==> config.mk <==
export PLATFORM = sky130hd
export DESIGN_NAME = arpc_ctrl
export DESIGN_NICKNAME = d
export VERILOG_FILES = /design/src/rtl/arpc_pkg.sv /design/src/rtl/arpc_ctrl.sv
export SDC_FILE = /design/constraint.sdc
export NUM_CORES = 1
export LEC_CHECK = 0
export BUFFER_PORTS_ARGS = -buffer_cell sky130_fd_sc_hd__buf_2
export CAP_MARGIN = 15
export CORE_MARGIN = 5
export CORE_UTILIZATION = 43
export CTS_CLUSTER_DIAMETER = 200
export CTS_CLUSTER_SIZE = 12
export DETAILED_ROUTE_END_ITERATION = 7
export PLACE_DENSITY = 0.77
export SLEW_MARGIN = 25
export SYNTH_ARGS = -nofsm -noshare
export SYNTH_HDL_FRONTEND = slang
export SYNTH_SLANG_ARGS = --single-unit
==> constraint.sdc <==
create_clock -name clk -period 1.6 [get_ports clk]
set_input_delay 0.08 -clock clk [delete_from_list [all_inputs] [get_ports clk]]
set_output_delay 0.08 -clock clk [all_outputs]
set_load 0.05 [all_outputs]
==> src/rtl/arpc_pkg.sv <==
// Shared types, constants and codes for the ARP cache block.
package arpc_pkg;

  localparam int unsigned CACHE_DEPTH_DEF   = 32;
  localparam int unsigned PENDING_DEPTH_DEF = 16;

  localparam logic [7:0] TIMEOUT_RST = 8'd15;
  localparam logic [2:0] RETRIES_RST = 3'd5;

  typedef enum logic [1:0] {
    OP_LOOKUP = 2'd0,
    OP_INSERT = 2'd1,
    OP_APPEND = 2'd2,
    OP_TICK   = 2'd3
  } op_t;

  typedef enum logic [2:0] {
    K_MISS    = 3'd0,
    K_HIT     = 3'd1,
    K_INSDONE = 3'd2,
    K_SEND    = 3'd3,
    K_RELEASE = 3'd4,
    K_UNREACH = 3'd5,
    K_QUEUED  = 3'd6,
    K_DONE    = 3'd7
  } kind_t;

  typedef enum logic {
    CFG_TIMEOUT = 1'b0,
    CFG_RETRIES = 1'b1
  } cfg_idx_t;

  typedef struct packed {
    logic [1:0]  op;
    logic [31:0] ip_addr;
    logic [47:0] mac_addr;
    logic [3:0]  iface_id;
  } in_word_t;

  typedef struct packed {
    logic [2:0]  kind;
    logic [31:0] out_ip;
    logic [47:0] out_mac;
    logic [3:0]  out_iface;
    logic        last;
  } out_word_t;

  typedef enum logic [3:0] {
    S_IDLE,
    S_CSCAN,
    S_CWAIT,
    S_CHIT,
    S_CWRITE,
    S_PSCAN,
    S_PWAIT,
    S_PEMIT,
    S_AWRITE,
    S_FINAL,
    S_OUT
  } state_t;

  // controller to datapath
  typedef struct packed {
    logic load;      // capture input word
    logic cidx_clr;
    logic cidx_inc;
    logic cread;     // read cache at cidx
    logic cread_hit; // read cache at hit slot
    logic cwrite;    // insert write
    logic cage;      // tick aging write of cidx entry
    logic pidx_clr;
    logic pidx_inc;
    logic pread;
    logic pfree;     // clear pending valid at pidx
    logic pretry;    // retries++ at pidx
    logic pwrite;    // append at free slot
    logic emit;
    logic [2:0] kind;
    logic emit_pend; // use pending entry ip/iface
    logic emit_mac;  // use mac field
    logic emit_ifc;  // use input iface
    logic emit_last;
    logic out_take;
    logic out_rel;   // let held word go out, not last
  } cmd_t;

  // datapath to controller
  typedef struct packed {
    op_t  op;
    logic cidx_end;
    logic pidx_end;
    logic cval;      // cache slot at cidx valid (from the valid register)
    logic cmatch;
    logic hit_found;
    logic pval;
    logic pmatch_ip;
    logic pmatch_full;
    logic pexhaust;
    logic pfree_found;
    logic found;
    logic out_busy;
    logic out_held;
  } sts_t;

endpackage

==> src/rtl/arpc_ctrl.sv <==
// Sequencer that scans the cache and pending tables for one input word.
module arpc_ctrl (
  input  logic            clk,
  input  logic            rst_n,
  input  logic            in_valid,
  output logic            in_ready,
  input  arpc_pkg::sts_t  sts,
  output arpc_pkg::cmd_t  cmd
);
  import arpc_pkg::*;

  state_t state_r, state_nxt;

  always_ff @(posedge clk) begin
    if (!rst_n) begin
      state_r <= S_IDLE;
    end else begin
      state_r <= state_nxt;
    end
  end

  always_comb begin
    state_nxt = state_r;
    cmd       = '0;
    in_ready  = 1'b0;
    case (state_r)
      S_IDLE: begin
        in_ready = !sts.out_busy;
        if (in_valid && !sts.out_busy) begin
          cmd.load     = 1'b1;
          cmd.cidx_clr = 1'b1;
          cmd.pidx_clr = 1'b1;
          cmd.cread    = 1'b1;
          state_nxt    = S_CSCAN;
        end
      end
      S_CSCAN: begin
        if (sts.op == OP_APPEND) begin
          cmd.pread = 1'b1;
          state_nxt = S_PSCAN;
        end else begin
          state_nxt = S_CWAIT;
        end
      end
      S_CWAIT: begin
        // registered read of cidx is visible here
        if (sts.op == OP_TICK && sts.cval) begin
          cmd.cage = 1'b1;
        end
        if (sts.cidx_end) begin
          case (sts.op)
            OP_LOOKUP: begin
              if (sts.hit_found || (sts.cval && sts.cmatch)) begin
                cmd.cread_hit = 1'b1;
                state_nxt     = S_CHIT;
              end else begin
                cmd.emit      = 1'b1;
                cmd.kind      = K_MISS;
                cmd.emit_last = 1'b1;
                state_nxt     = S_OUT;
              end
            end
            OP_INSERT: state_nxt = S_CWRITE;
            default: begin
              cmd.pidx_clr = 1'b1;
              cmd.pread    = 1'b1;
              state_nxt    = S_PSCAN;
            end
          endcase
        end else begin
          cmd.cidx_inc = 1'b1;
          state_nxt    = S_CSCAN;
        end
      end
      S_CHIT: begin
        cmd.emit      = 1'b1;
        cmd.kind      = K_HIT;
        cmd.emit_mac  = 1'b1;
        cmd.emit_last = 1'b1;
        state_nxt     = S_OUT;
      end
      S_CWRITE: begin
        cmd.cwrite   = 1'b1;
        cmd.emit     = 1'b1;
        cmd.kind     = K_INSDONE;
        cmd.pidx_clr = 1'b1;
        state_nxt    = S_PSCAN;
      end
      S_PSCAN: begin
        if (!sts.out_busy) begin
          state_nxt = S_PWAIT;
        end
      end
      S_PWAIT: begin
        if (sts.pval && sts.op == OP_INSERT && sts.pmatch_ip) begin
          state_nxt = S_PEMIT;
        end else if (sts.pval && sts.op == OP_TICK) begin
          state_nxt = S_PEMIT;
        end else if (sts.pidx_end) begin
          state_nxt = (sts.op == OP_APPEND) ? S_AWRITE : S_FINAL;
        end else begin
          cmd.pidx_inc = 1'b1;
          state_nxt    = S_PSCAN;
        end
      end
      S_PEMIT: begin
        if (sts.out_held) begin
          cmd.out_rel = 1'b1;
        end else if (!sts.out_busy) begin
          cmd.emit      = 1'b1;
          cmd.emit_pend = 1'b1;
          if (sts.op == OP_INSERT) begin
            cmd.kind     = K_RELEASE;
            cmd.emit_mac = 1'b1;
            cmd.pfree    = 1'b1;
          end else if (sts.pexhaust) begin
            cmd.kind  = K_UNREACH;
            cmd.pfree = 1'b1;
          end else begin
            cmd.kind   = K_SEND;
            cmd.pretry = 1'b1;
          end
          if (sts.pidx_end) begin
            state_nxt = S_FINAL;
          end else begin
            cmd.pidx_inc = 1'b1;
            state_nxt    = S_PSCAN;
          end
        end
      end
      S_AWRITE: begin
        cmd.emit      = 1'b1;
        cmd.emit_last = 1'b1;
        if (sts.found) begin
          cmd.kind = K_QUEUED;
        end else if (!sts.pfree_found) begin
          cmd.kind = K_DONE;
        end else begin
          cmd.kind     = K_SEND;
          cmd.emit_ifc = 1'b1;
          cmd.pwrite   = 1'b1;
        end
        state_nxt = S_OUT;
      end
      S_FINAL: begin
        if (!sts.out_busy) begin
          if (sts.op == OP_TICK) begin
            cmd.emit      = 1'b1;
            cmd.kind      = K_DONE;
            cmd.emit_last = 1'b1;
          end else begin
            cmd.out_take = 1'b1; // mark held word as last
          end
          state_nxt = S_OUT;
        end
      end
      S_OUT: begin
        state_nxt = S_IDLE;
      end
      default: state_nxt = S_IDLE;
    endcase
  end

endmodule

# == After elaboration in Yosys (flattened, before gate mapping) ==
# Cells that the tools add are included.
# word_totals
regBits,4
inputBits,18
output_inout_bits,24
elab_cells,106
# classes
n_eq_ne,17
n_mux,75
n_reduce_logical,13
# op_table
operator,n
4-bit 2-to-1 mux,16
1-bit 2-to-1 mux,38
4-bit case mux with 9 select lines,1
4-bit case mux with 6 select lines,1
"4-bit by 3-bit equality test with 1-bit output, second input constant",4
3-bit 2-to-1 mux,5
2-bit 2-to-1 mux,6
6-bit 2-to-1 mux,2
"2-bit inequality test, second input constant",5
"4-bit by 2-bit equality test with 1-bit output, second input constant",2
"4-bit equality test, second input constant",2
4-bit case mux with 2 select lines,1
1-bit logical AND,6
1-bit case mux with 2 select lines,3
1-bit case mux with 3 select lines,2
5-bit AND reduction,1
"2-bit equality test, second input constant",2
"4-bit by 1-bit equality test with 1-bit output, second input constant",1
4-bit zero test,1
2-bit OR reduction,2
"2-bit by 1-bit equality test with 1-bit output, second input constant",1
2-bit zero test,1
1-bit zero test,1
1-bit logical OR,1

# == Depth between registers and ports, before layout ==
# Gate-level depths: netlist (run 1).
# logic_depth
word_depth,6
depth_mapped,7
mapped_depth_nobuf,5

# == Worst setup path before layout (run 1) ==
# OpenSTA, ideal clock, no wires.
# synth_path
path_type,reg2out
start,register state_r[3]
end,output cmd[7] (netlist name)
arrival_time_ns,2.324
t_required_ns,1.520
slack_ns,-0.804
path_stages_with_launch,5
path_buffers,1
cell_sequence,dfxtp_1 -> nand2b_4 -> or4_1 -> buf_2 -> o31ai_1
# synth_rtl
item,line_no,text
from (decl),arpc_ctrl.sv:12,"state_t state_r, state_nxt;"
from (signal assigned),arpc_ctrl.sv:18,state_r <= state_nxt;
to (decl),arpc_ctrl.sv:8,output arpc_pkg::cmd_t cmd

==> results.py, run 1 <==
metrics = {
    "power_and_ir_drop": {
        "ir_worst_vdd_mv": 0.457,
        "pwr_density_cell_nw_per_um2": 381,
        "power_mw": 0.598,
        "p_leak_nw": 0.687,
    },
    "placed_design": {
        "io_buffers": 40,
        "post_dp_cell_area_sq_um": 1160,
        "post-place-ws_ns": -0.129,
        "globalplace.congestion": 0.904,
        "hpwl_microns": 2200,
        "placed_cells": 184,
    },
    "logic_synthesis": {
        "synth_mux_area_share_pct": 2.68,
        "synthArstFlopShare_pct": 0,
        "yosys.area_share.xor_xnor_pct": 0,
        "synth_top_family_by_area": "simple AND/OR/NAND/NOR gates",
        "synth-simple-area-share_pct": 42.4,
        "syn_area_sq_um": 746,
        "synthFlopType": "dfxtp_1",
        "syn_nets": 135,
        "synth-edff-count": 0,
        "ys_warn_count": 0,
        "ys_ff_latch": 4,
        "ys_types": 39,
        "synth_cells": 117,
        "ys_seq_area_share_pct": 10.7,
        "synthAdderAreaFrac_pct": 0,
        "synth.avg_cell_area_sq_um": 6.37,
        "synth_compound_area_share_pct": 33.4,
    },
    "run_status": {
        "status": "finished with violations",
        "violations": "negative setup slack",
    },
    "timing": {
        "setup_tns_ns": -2.98,
        "fmax_ghz": 0.535,
        "finalCritPeriodShare_pct": 117,
        "rsz0062_at_grt": "true",
        "hold_violations": 0,
        "clock_skew_ns": 0.00247,
        "tightest_slew_ns": 0.402,
        "timing.final.ws_setup_ns": -0.271,
        "setup_viol": 17,
        "fin_crit_ns": 1.87,
        "drv_slew": 0,
        "holdWs_ns": 0.127,
        "max_slew_margin_pct": 73.2,
    },
    "layout": {
        "final_nets": 200,
        "area_growth_pct": 111,
        "largest_register_ffs": 4,
        "final_core_util_pct": 93.0,
        "n_antenna_cell": 0,
        "design_area_sq_um": 1570,
        "reg_top3": "state_r: 4 flops",
        "fin_cells": 197,
        "layout-drive-gt1-share_pct": 63.3,
        "regMostFlops": "state_r",
    },
    "critical_path": {
        "crit_path_start_kind": "flip-flop",
        "endpoint_kind": "output pin",
        "cpPeakStageDelay_ns": 0.55,
        "path_buf_inv": 3,
        "cp_data_arrival_time_ns": 1.79,
        "crit_type": "flip-flop to output pin",
        "crit_fanout": 5,
        "critPathTopFamily": "simple AND/OR/NAND/NOR gates",
        "cp_slowest_cell": "or4_4",
        "crit_required_ns": 1.52,
        "crit_chain": "nand2b_4 -> or4_4 -> buf_12 -> inv_12 -> a21oi_4 -> o22ai_4 -> buf_6",
    },
    "clocking": {
        "clk_latency_ns": 0.24,
        "cts_max_path_buffers": 2,
        "cts_buffers": 3,
        "cts-root-buf": "clkbuf_4",
        "h-tree-depth": 1,
        "tritoncts": "done",
        "clkTransAtPathRegs_ns": 0.04,
        "clock_sinks": 4,
        "cts_hold_buffers": 0,
    },
    "global_routing": {
        "grt-ovfl-total": 0,
        "grt_max_degree": 16,
        "grt_pass1_wl_microns": 5330,
        "grt_usage_pct": 25.5,
        "grt_pass1_vias": 1191,
        "antenna_found_initial": 0,
    },
    "routing": {
        "vias": 1342,
        "drcViolationCount": 0,
        "first_pass_iters": 4,
        "drt_iter0_markers": 65,
        "final_antenna_net_count": 0,
        "wl_microns": 4270,
        "wire_per_inst_microns": 21.7,
        "via_per_inst": 6.81,
    },
    "floorplan": {
        "dieArea_sq_um": 2670,
        "dieWidth_microns": 51.6,
        "die_height_microns": 51.6,
        "core_sq_um": 1690,
        "fp-row-count": 15,
        "num_io_pins": 42,
        "start_util_pct": 44.1,
    },
    "min_path": {
        "hold_class": "primary input to flip-flop",
    },
    "job": {
        "drv_cap": 0,
    },
}
Yosys cell counts, types with 3 or more instances:
| master | n | share of area [%] |
|---|---|---|
| nor2_1 | 13 | 6.5 |
| nand2_1 | 12 | 6.0 |
| a21oi_1 | 8 | 5.4 |
| nor3_1 | 8 | 5.4 |
| clkbuf_1 | 6 | 3.0 |
| nand2b_1 | 6 | 5.0 |
| nor2b_1 | 5 | 4.2 |
| o22ai_1 | 5 | 4.2 |
| buf_2 | 4 | 2.7 |
| dfxtp_1 | 4 | 11 |
| o21ai_0 | 4 | 2.7 |
| and3_1 | 3 | 2.5 |
| buf_4 | 3 | 3.0 |
| nand3_1 | 3 | 2.0 |
kinds of logic after synthesis:
| kind of cell | after synthesis |
|---|---|
| flip-flops | 4 |
| multiplexers | 2 |
| AND/OR/NAND/NOR | 60 |
| buffers and inverters | 17 |
| AO/OA/AOI/OAI | 34 |
layout make-up:
| type | instances | area (sq um) |
|---|---|---|
| clock buffers | 3 | 22.5 |
| fillers | 57 | 118 |
| inverters | 4 | 27.5 |
| multi-input cells | 96 | 793 |
| flip-flops and latches | 4 | 85.1 |
| well taps | 17 | 21.3 |
| repair buffers | 73 | 622 |
layout by cell type (no fill, tap or decap), drive strengths merged, types with 2 or more instances in the layout:
cell type / n
a32o: 2
o211ai: 2
a21oi: 8
nor2b: 5
o21ai: 5
nor3: 8
buf: 73
o22ai: 5
nor4: 2
nor2: 13
nand3: 3
inv: 4
nand2: 12
a31oi: 2
dfxtp: 4
and4: 2
and3: 3
nand2b: 7
clkbuf: 3
mux2i: 2
path summary, 6_finish.rpt:
kind	slack, ns	cells past startpoint	end	start
worst max register to register	-0.08	9	state_r[3]	state_r[3]
worst min register to register	0.79	5	state_r[0]	state_r[1]
worst max-delay path	-0.27	7	cmd[6]	state_r[3]
worst min-delay path	0.13	3	state_r[0]	rst_n
layer usage:
layer,vias to the layer above,GRT usage (%),share of wire (%)
met5,-,0,0
met4,0,11.8,6.4
met3,36,4.58,12
met2,137,44.5,47
met1,604,30.0,35
li1,565,-,-
power breakdown:
part / internal, mW / total [mW] / switching, mW / leakage, nW
registers: 0.104 / 0.108 / 0.00462 / 0.0338
logic: 0.133 / 0.362 / 0.228 / 0.639
clock network: 0.0841 / 0.128 / 0.0440 / 0.0138
worst register-to-register path, cell delays in order (launching register included):
cell and delay (ns):
dfxtp_2 0.31, buf_4 0.14, buf_8 0.13, buf_6 0.14, nor2b_4 0.15, buf_4 0.14, o21ai_0 0.10, nor2_1 0.22
a221oi_2 0.08, o22ai_1 0.18
timing repair:
action	4_1_cts	5_1_grt
endpoints found under the setup margin	22	23
setup buffers	3	7
pin swaps	6	10
resized for setup	50	30
Power figures use the tool's default switching activity.
==> inputs of run 2 (changes only) <==
--- a/config.mk
+++ b/config.mk
@@ -12,6 +12,7 @@
 export CTS_CLUSTER_DIAMETER = 200
 export CTS_CLUSTER_SIZE = 12
 export DETAILED_ROUTE_END_ITERATION = 7
+export MAX_ROUTING_LAYER = met4
 export PLACE_DENSITY = 0.77
 export SLEW_MARGIN = 25
 export SYNTH_ARGS = -nofsm -noshare
==> run 2 against run 1 <==
Against the previous run:
- the flow now stops in global routing (5_1_grt)
- synthesized cell count stayed put
- area after synthesis stayed put
==> results.py, run 2 <==
metrics = {
    "clocking": {
        "cts-root-buf": "clkbuf_4",
        "clock_sinks": 4,
        "h-tree-depth": 1,
        "cts_buffers": 3,
        "cts_max_path_buffers": 2,
    },
    "logic_synthesis": {
        "ys_ff_latch": 4,
        "ys_seq_area_share_pct": 10.7,
        "yosys-top-cells-area": "dfxtp_1, nor2_1, nand2_1, a21oi_1, nor3_1",
        "synth_common_cells": "nor2_1, nand2_1, a21oi_1, nor3_1",
        "synth-simple-area-share_pct": 42.4,
        "syn_nets": 135,
        "synthArstFlopShare_pct": 0,
        "synth.avg_cell_area_sq_um": 6.37,
        "syn_area_sq_um": 746,
        "ys_warn_count": 0,
        "synth_top_area_share_pct": 10.7,
        "ys_types": 39,
        "synth_top_family_by_area": "simple AND/OR/NAND/NOR gates",
        "synth_mux_area_share_pct": 2.68,
        "synthFlopType": "dfxtp_1",
        "yosys.area_share.xor_xnor_pct": 0,
        "yosysMostFrequentCell": "nor2_1",
        "synth_cells": 117,
        "synth_area_leader_cell": "dfxtp_1",
        "synth_compound_area_share_pct": 33.4,
        "synth-edff-count": 0,
        "synthAdderAreaFrac_pct": 0,
    },
    "placed_design": {
        "io_buffers": 40,
        "globalplace.congestion": 0.920,
        "hpwl_microns": 2170,
    },
    "run_status": {
        "status": "did not finish",
        "stop_stage": "global routing (5_1_grt)",
        "toolErrorMsg": "[ERROR DPL-0038] Utilization greater than 100%, impossible to legalize",
    },
    "floorplan": {
        "die_height_microns": 51.6,
        "dieWidth_microns": 51.6,
        "num_io_pins": 42,
        "fp-row-count": 15,
        "start_util_pct": 44.1,
    },
    "global_routing": {
        "grt_max_degree": 16,
    },
    "timing": {
        "crit_endpoint": "cmd[6]",
        "worst-ep-kind": "output port",
    },
}
==> run 2: cell counts after synthesis <==
No cell type changed its count.
==> run 2: cells by family after synthesis <==
logic type | Yosys count
compound gates | 34
buf+inv | 17
flops | 4
simple gates | 60
mux | 2
==> run 2: per-stage QoR <==
| stage | cells | hold slack (ns) | setup WS [ns] | cell area [sq um] |
|---|---|---|---|---|
| 2_1_floorplan | 117 | 0.196 | -0.303 | 842 |
| 3_3_place_gp | 184 | 0.356 | -0.118 | 1160 |
| 3_5_place_dp | 184 | 0.354 | -0.129 | 1160 |
| 4_1_cts | 193 | 0.103 | -0.273 | 1420 |
==> run 2: repair_timing <==
action / in CTS
hold buffers: 0
buffers inserted: 6
endpoints found under the setup margin: 18
resized for setup: 51
pin swaps: 7
==> inputs of run 3 (changes only) <==
--- a/config.mk
+++ b/config.mk
@@ -7,13 +7,10 @@
 export LEC_CHECK = 0
 export BUFFER_PORTS_ARGS = -buffer_cell sky130_fd_sc_hd__buf_2
 export CAP_MARGIN = 15
-export CORE_MARGIN = 5
-export CORE_UTILIZATION = 43
-export CTS_CLUSTER_DIAMETER = 200
-export CTS_CLUSTER_SIZE = 12
+export CORE_AREA = 5 5 66 68
 export DETAILED_ROUTE_END_ITERATION = 7
-export MAX_ROUTING_LAYER = met4
-export PLACE_DENSITY = 0.77
+export DIE_AREA = 0 0 71 73
+export PLACE_DENSITY_LB_ADDON = 0.15
 export SLEW_MARGIN = 25
 export SYNTH_ARGS = -nofsm -noshare
 export SYNTH_HDL_FRONTEND = slang
==> run 3 against run 2 <==
Against the previous run:
- the flow now finishes, with violations (negative setup slack)
==> results.py, run 3 (same netlist as run 1, synthesis figures left out) <==
metrics = {
    "layout": {
        "n_antenna_cell": 0,
        "largest_register_ffs": 4,
        "reg_top3": "state_r: 4 flops",
        "layout-drive-gt1-share_pct": 61.3,
        "final_nets": 201,
        "multi_input_comb_area_sq_um": 741,
        "final_common_cell": "buf_4",
        "regArea_sq_um": 83.8,
        "fin_cells": 231,
        "area_growth_pct": 111,
        "final_cell_mix": "buf_4, buf_2, buf_6, nand2_1, nor2_1",
        "num-fill-cells": 404,
        "regMostFlops": "state_r",
    },
    "critical_path": {
        "cpPeakStageDelay_ns": 0.56,
        "crit_type": "flip-flop to output pin",
        "cp_slowest_cell": "or4_4",
        "crit_path_start_kind": "flip-flop",
        "endpoint_kind": "output pin",
        "r2r_cells": 8,
        "crit_required_ns": 1.52,
        "crit_fanout": 6,
        "crit_chain": "nand2b_4 -> or4_4 -> buf_4 -> nor3_4 -> buf_6",
        "cp_data_arrival_time_ns": 1.78,
    },
    "min_path": {
        "hold_depth": 3,
        "hold_class": "primary input to flip-flop",
    },
    "global_routing": {
        "grt_max_degree": 16,
        "grt_usage_pct": 12.5,
        "antenna_found_initial": 0,
        "grt-ovfl-total": 0,
        "grt_pass1_wl_microns": 5380,
        "grt_pass1_vias": 1147,
    },
    "run_status": {
        "violations": "negative setup slack",
        "status": "finished with violations",
    },
    "timing": {
        "fin_crit_ns": 1.86,
        "holdWs_ns": 0.144,
        "rsz0062_at_grt": "true",
        "hold_violations": 0,
        "drv_slew": 0,
        "finalCritPeriodShare_pct": 116,
        "tightest_slew_ns": 0.477,
        "timing.final.ws_setup_ns": -0.261,
        "fmax_ghz": 0.537,
        "clock_skew_ns": 0.00291,
        "max_slew_margin_pct": 67.8,
        "setup_viol": 10,
    },
    "clocking": {
        "tritoncts": "done",
        "cts-root-buf": "clkbuf_8",
        "clock_sinks": 4,
        "h-tree-depth": 1,
        "cts_max_path_buffers": 2,
        "clk_latency_ns": 0.21,
        "clkTransAtPathRegs_ns": 0.03,
        "cts_buffers": 3,
    },
    "placed_design": {
        "io_buffers": 40,
        "placed_cells": 226,
        "hpwl_microns": 2560,
        "globalplace.congestion": 0.874,
    },
    "routing": {
        "wl_microns": 3320,
        "final_antenna_net_count": 0,
        "first_pass_iters": 4,
        "drcViolationCount": 0,
        "drt_iter0_markers": 33,
        "vias": 1135,
        "wire_per_inst_microns": 14.4,
        "via_per_inst": 4.91,
    },
    "power_and_ir_drop": {
        "pwr_density_cell_nw_per_um2": 425,
        "power_mw": 0.668,
        "p_leak_nw": 0.688,
        "ir_worst_vdd_mv": 0.216,
    },
    "floorplan": {
        "dieWidth_microns": 71,
        "dieArea_sq_um": 5180,
        "num_io_pins": 42,
        "fp-row-count": 23,
        "core_sq_um": 3800,
        "start_util_pct": 19.6,
        "die_height_microns": 73,
    },
    "job": {
        "drv_cap": 0,
    },
}
==> run 3: layout make-up <==
type,instances,area share [%]
Multi-Input combinational cell,96,47.1
Timing Repair Buffer,74,39.3
Sequential cell,4,5.33
Tap cell,50,3.97
Clock buffer,3,2.62
Inverter,4,1.75
==> run 3: metal layers <==
layer / GRT usage (%) / wire, microns
met1: 17.0 / 1480
met5: 0 / 0
met3: 2.34 / 207
met4: 1.25 / 19
met2: 21.2 / 1610
==> run 3: final timing paths <==
path / start / to / slack [ns]
max: state_r[3] / cmd[11] / -0.26
min: rst_n / state_r[0] / 0.14
max reg2reg: state_r[1] / state_r[3] / 0.08
min reg2reg: state_r[3] / state_r[3] / 0.70
==> run 3: timing repair <==
| action | CTS | global route |
|---|---|---|
| resized for setup | 49 | 20 |
| pin swaps | 2 | 9 |
| hold buffers | 0 | 0 |
| buffers inserted | 1 | 1 |
| endpoints found under the setup margin | 25 | 25 |
==> run 3: stage by stage <==
stage	utilization [%]	setup WS, ns	cell area [sq um]	TNS [ns]
final	41.4	-0.261	1570	-1.89
after global routing	41.4	-0.301	1570	-2.61
after CTS	39.3	-0.272	1490	-2.00
after detailed placement	33.4	-0.157	1270	-0.874
after global placement	33.4	-0.126	1270	-0.735
after floorplan	-	-0.303	842	-1.40
==> run 3: worst max-delay path: cells and delay by family (launching register included) <==
family | cells | cell delay (ns)
flip-flops | 1 | 0.31
buffers and inverters | 2 | 0.37
AND/OR/NAND/NOR | 3 | 0.88
==> run 3: where the power goes <==
group          internal (mW)  switching (mW)
combinational          0.143           0.209
clock                  0.160          0.0475
sequential             0.106         0.00345
==> inputs of run 4 (changes only) <==
--- a/config.mk
+++ b/config.mk
@@ -11,6 +11,7 @@
 export DETAILED_ROUTE_END_ITERATION = 7
 export DIE_AREA = 0 0 71 73
 export PLACE_DENSITY_LB_ADDON = 0.15
+export SETUP_SLACK_MARGIN = 0.15
 export SLEW_MARGIN = 25
 export SYNTH_ARGS = -nofsm -noshare
 export SYNTH_HDL_FRONTEND = slang
==> run 4 against run 3 <==
Against the previous run:
- the run still ends with negative setup slack left
- sequential power is essentially flat
- clock-buffer cell count is the same
- fmax shrank 0.67%
- largest cell class unchanged
- worst setup slack lost 0.013 ns
- highest routed layer unchanged
- flip-flop and latch count is the same
==> results.py, run 4 (same netlist as run 1, synthesis figures left out) <==
metrics = {
    "layout": {
        "fin_cells": 247,
        "regArea_sq_um": 83.8,
        "num-fill-cells": 379,
        "area_growth_pct": 160,
        "largest_register_ffs": 4,
        "multi_input_comb_area_sq_um": 882,
        "final_cell_mix": "buf_6, buf_4, buf_2, buf_8, nand2_1",
        "reg_top3": "state_r: 4 flops",
        "final_common_cell": "buf_6",
        "final_nets": 217,
        "layout-drive-gt1-share_pct": 72.1,
        "n_antenna_cell": 0,
        "regMostFlops": "state_r",
        "final_core_util_pct": 51.1,
    },
    "critical_path": {
        "crit_path_start_kind": "flip-flop",
        "cpPeakStageDelay_ns": 0.59,
        "rr_startpoint": "state_r[3]",
        "crit_fanout": 6,
        "crit_required_ns": 1.52,
        "crit_type": "flip-flop to output pin",
        "r2r_end": "state_r[2]",
        "cp_data_arrival_time_ns": 1.79,
        "rrSetupSlack_ns": -0.03,
        "crit_chain": "nand2b_4 -> or4_4 -> a2111oi_4 -> buf_6",
        "endpoint_kind": "output pin",
        "cp_slowest_cell": "or4_4",
        "r2r_cells": 10,
    },
    "min_path": {
        "hold_depth": 3,
        "hold_start": "rst_n",
        "hold_path_end": "state_r[2]",
        "hold_class": "primary input to flip-flop",
    },
    "floorplan": {
        "fp-row-count": 23,
        "dieArea_sq_um": 5180,
        "num_io_pins": 42,
        "core_sq_um": 3800,
        "dieWidth_microns": 71,
        "die_height_microns": 73,
        "start_util_pct": 19.6,
    },
    "global_routing": {
        "grt_max_degree": 11,
        "grt_pass1_vias": 1281,
        "antenna_found_initial": 0,
        "grt_usage_pct": 13.9,
        "grt_pass1_wl_microns": 5950,
        "grt-ovfl-total": 0,
    },
    "timing": {
        "timing.final.ws_setup_ns": -0.273,
        "drv_slew": 0,
        "rsz0062_at_grt": "true",
        "fin_crit_ns": 1.87,
        "max_slew_margin_pct": 76.5,
        "tightest_slew_ns": 0.347,
        "hold_violations": 0,
        "fmax_ghz": 0.534,
        "setup_viol": 21,
        "finalCritPeriodShare_pct": 117,
        "clock_skew_ns": 0.00209,
    },
    "placed_design": {
        "hpwl_microns": 2490,
        "placed_cells": 224,
        "globalplace.congestion": 0.778,
        "io_buffers": 40,
    },
    "clocking": {
        "tritoncts": "done",
        "h-tree-depth": 1,
        "cts_max_path_buffers": 2,
        "clock_sinks": 4,
        "cts_buffers": 3,
        "clk_latency_ns": 0.21,
        "cts-root-buf": "clkbuf_8",
        "clkTransAtPathRegs_ns": 0.03,
    },
    "routing": {
        "vias": 1215,
        "wire_per_inst_microns": 14.3,
        "drcViolationCount": 0,
        "first_pass_iters": 4,
        "drt_iter0_markers": 35,
        "via_per_inst": 4.92,
        "final_antenna_net_count": 0,
        "wl_microns": 3540,
    },
    "run_status": {
        "violations": "negative setup slack",
        "status": "finished with violations",
    },
    "power_and_ir_drop": {
        "pwr_density_cell_nw_per_um2": 395,
        "p_leak_nw": 0.824,
        "ir_worst_vdd_mv": 0.245,
        "power_mw": 0.767,
    },
    "job": {
        "drv_cap": 0,
    },
}
[run 4: cell count changes in the layout (fill, tap and decap cells not counted), sizes merged]
cell  previous run  this run
buf             74        90
[run 4: stage by stage]
stage	setup slack [ns]	hold slack, ns	cell area, sq um	setup TNS [ns]
after floorplan	-0.295	0.196	858	-1.14
after global placement	-0.133	0.367	1270	-0.542
after detailed placement	-0.125	0.369	1270	-0.522
after CTS	-0.279	0.150	1770	-1.75
after global routing	-0.325	0.203	1940	-3.76
final	-0.273	0.199	1940	-2.21
[run 4: layout make-up]
| cell class | instances | share of cell area (%) |
|---|---|---|
| sequential | 4 | 4.32 |
| timing repair buffer | 90 | 43.7 |
| tap | 50 | 3.23 |
| clock buffer | 3 | 2.13 |
| multi-input combinational | 96 | 45.5 |
| inverter | 4 | 1.16 |
[run 4: how the worst max path moves through the flow]
stage | to | startpoint | cells after the start
floorplan | cmd[14] | state_r[2] | 4
global placement | state_r[2] | state_r[1] | 7
detailed placement | cmd[11] | state_r[3] | 5
CTS | cmd[14] | state_r[3] | 4
global route | cmd[14] | state_r[3] | 4
finish | cmd[14] | state_r[3] | 4
[run 4: critical path: cells and delay by family (launching register included)]
family                 cells  cell delay, ns
AND/OR/NAND/NOR            2            0.72
AO/OA/AOI/OAI              1            0.34
flip-flops                 1            0.31
buffers and inverters      1            0.20
[run 4: where the power goes]
| part | internal (mW) | switching, mW |
|---|---|---|
| clock network | 0.160 | 0.0469 |
| registers | 0.106 | 0.00339 |
| logic | 0.207 | 0.245 |
[run 4: metal layers]
metal  wire length (microns)  vias to the layer above  share of wire, %  GRT usage (%)
li1                        -                      598                 -              -
met1                    1440                      572                41           16.2
met2                    1840                       43                52           25.3
met3                     231                        2               6.5           3.31
met4                      21                        0              0.59           3.55
met5                       0                        -                 0              0
[run 4: repair_timing]
item                       CTS  global route
setup buffers               11             9
setup endpoints to repair   26            26
pin swaps                   14            12
gates resized for setup    103            22
hold buffers                 0             0
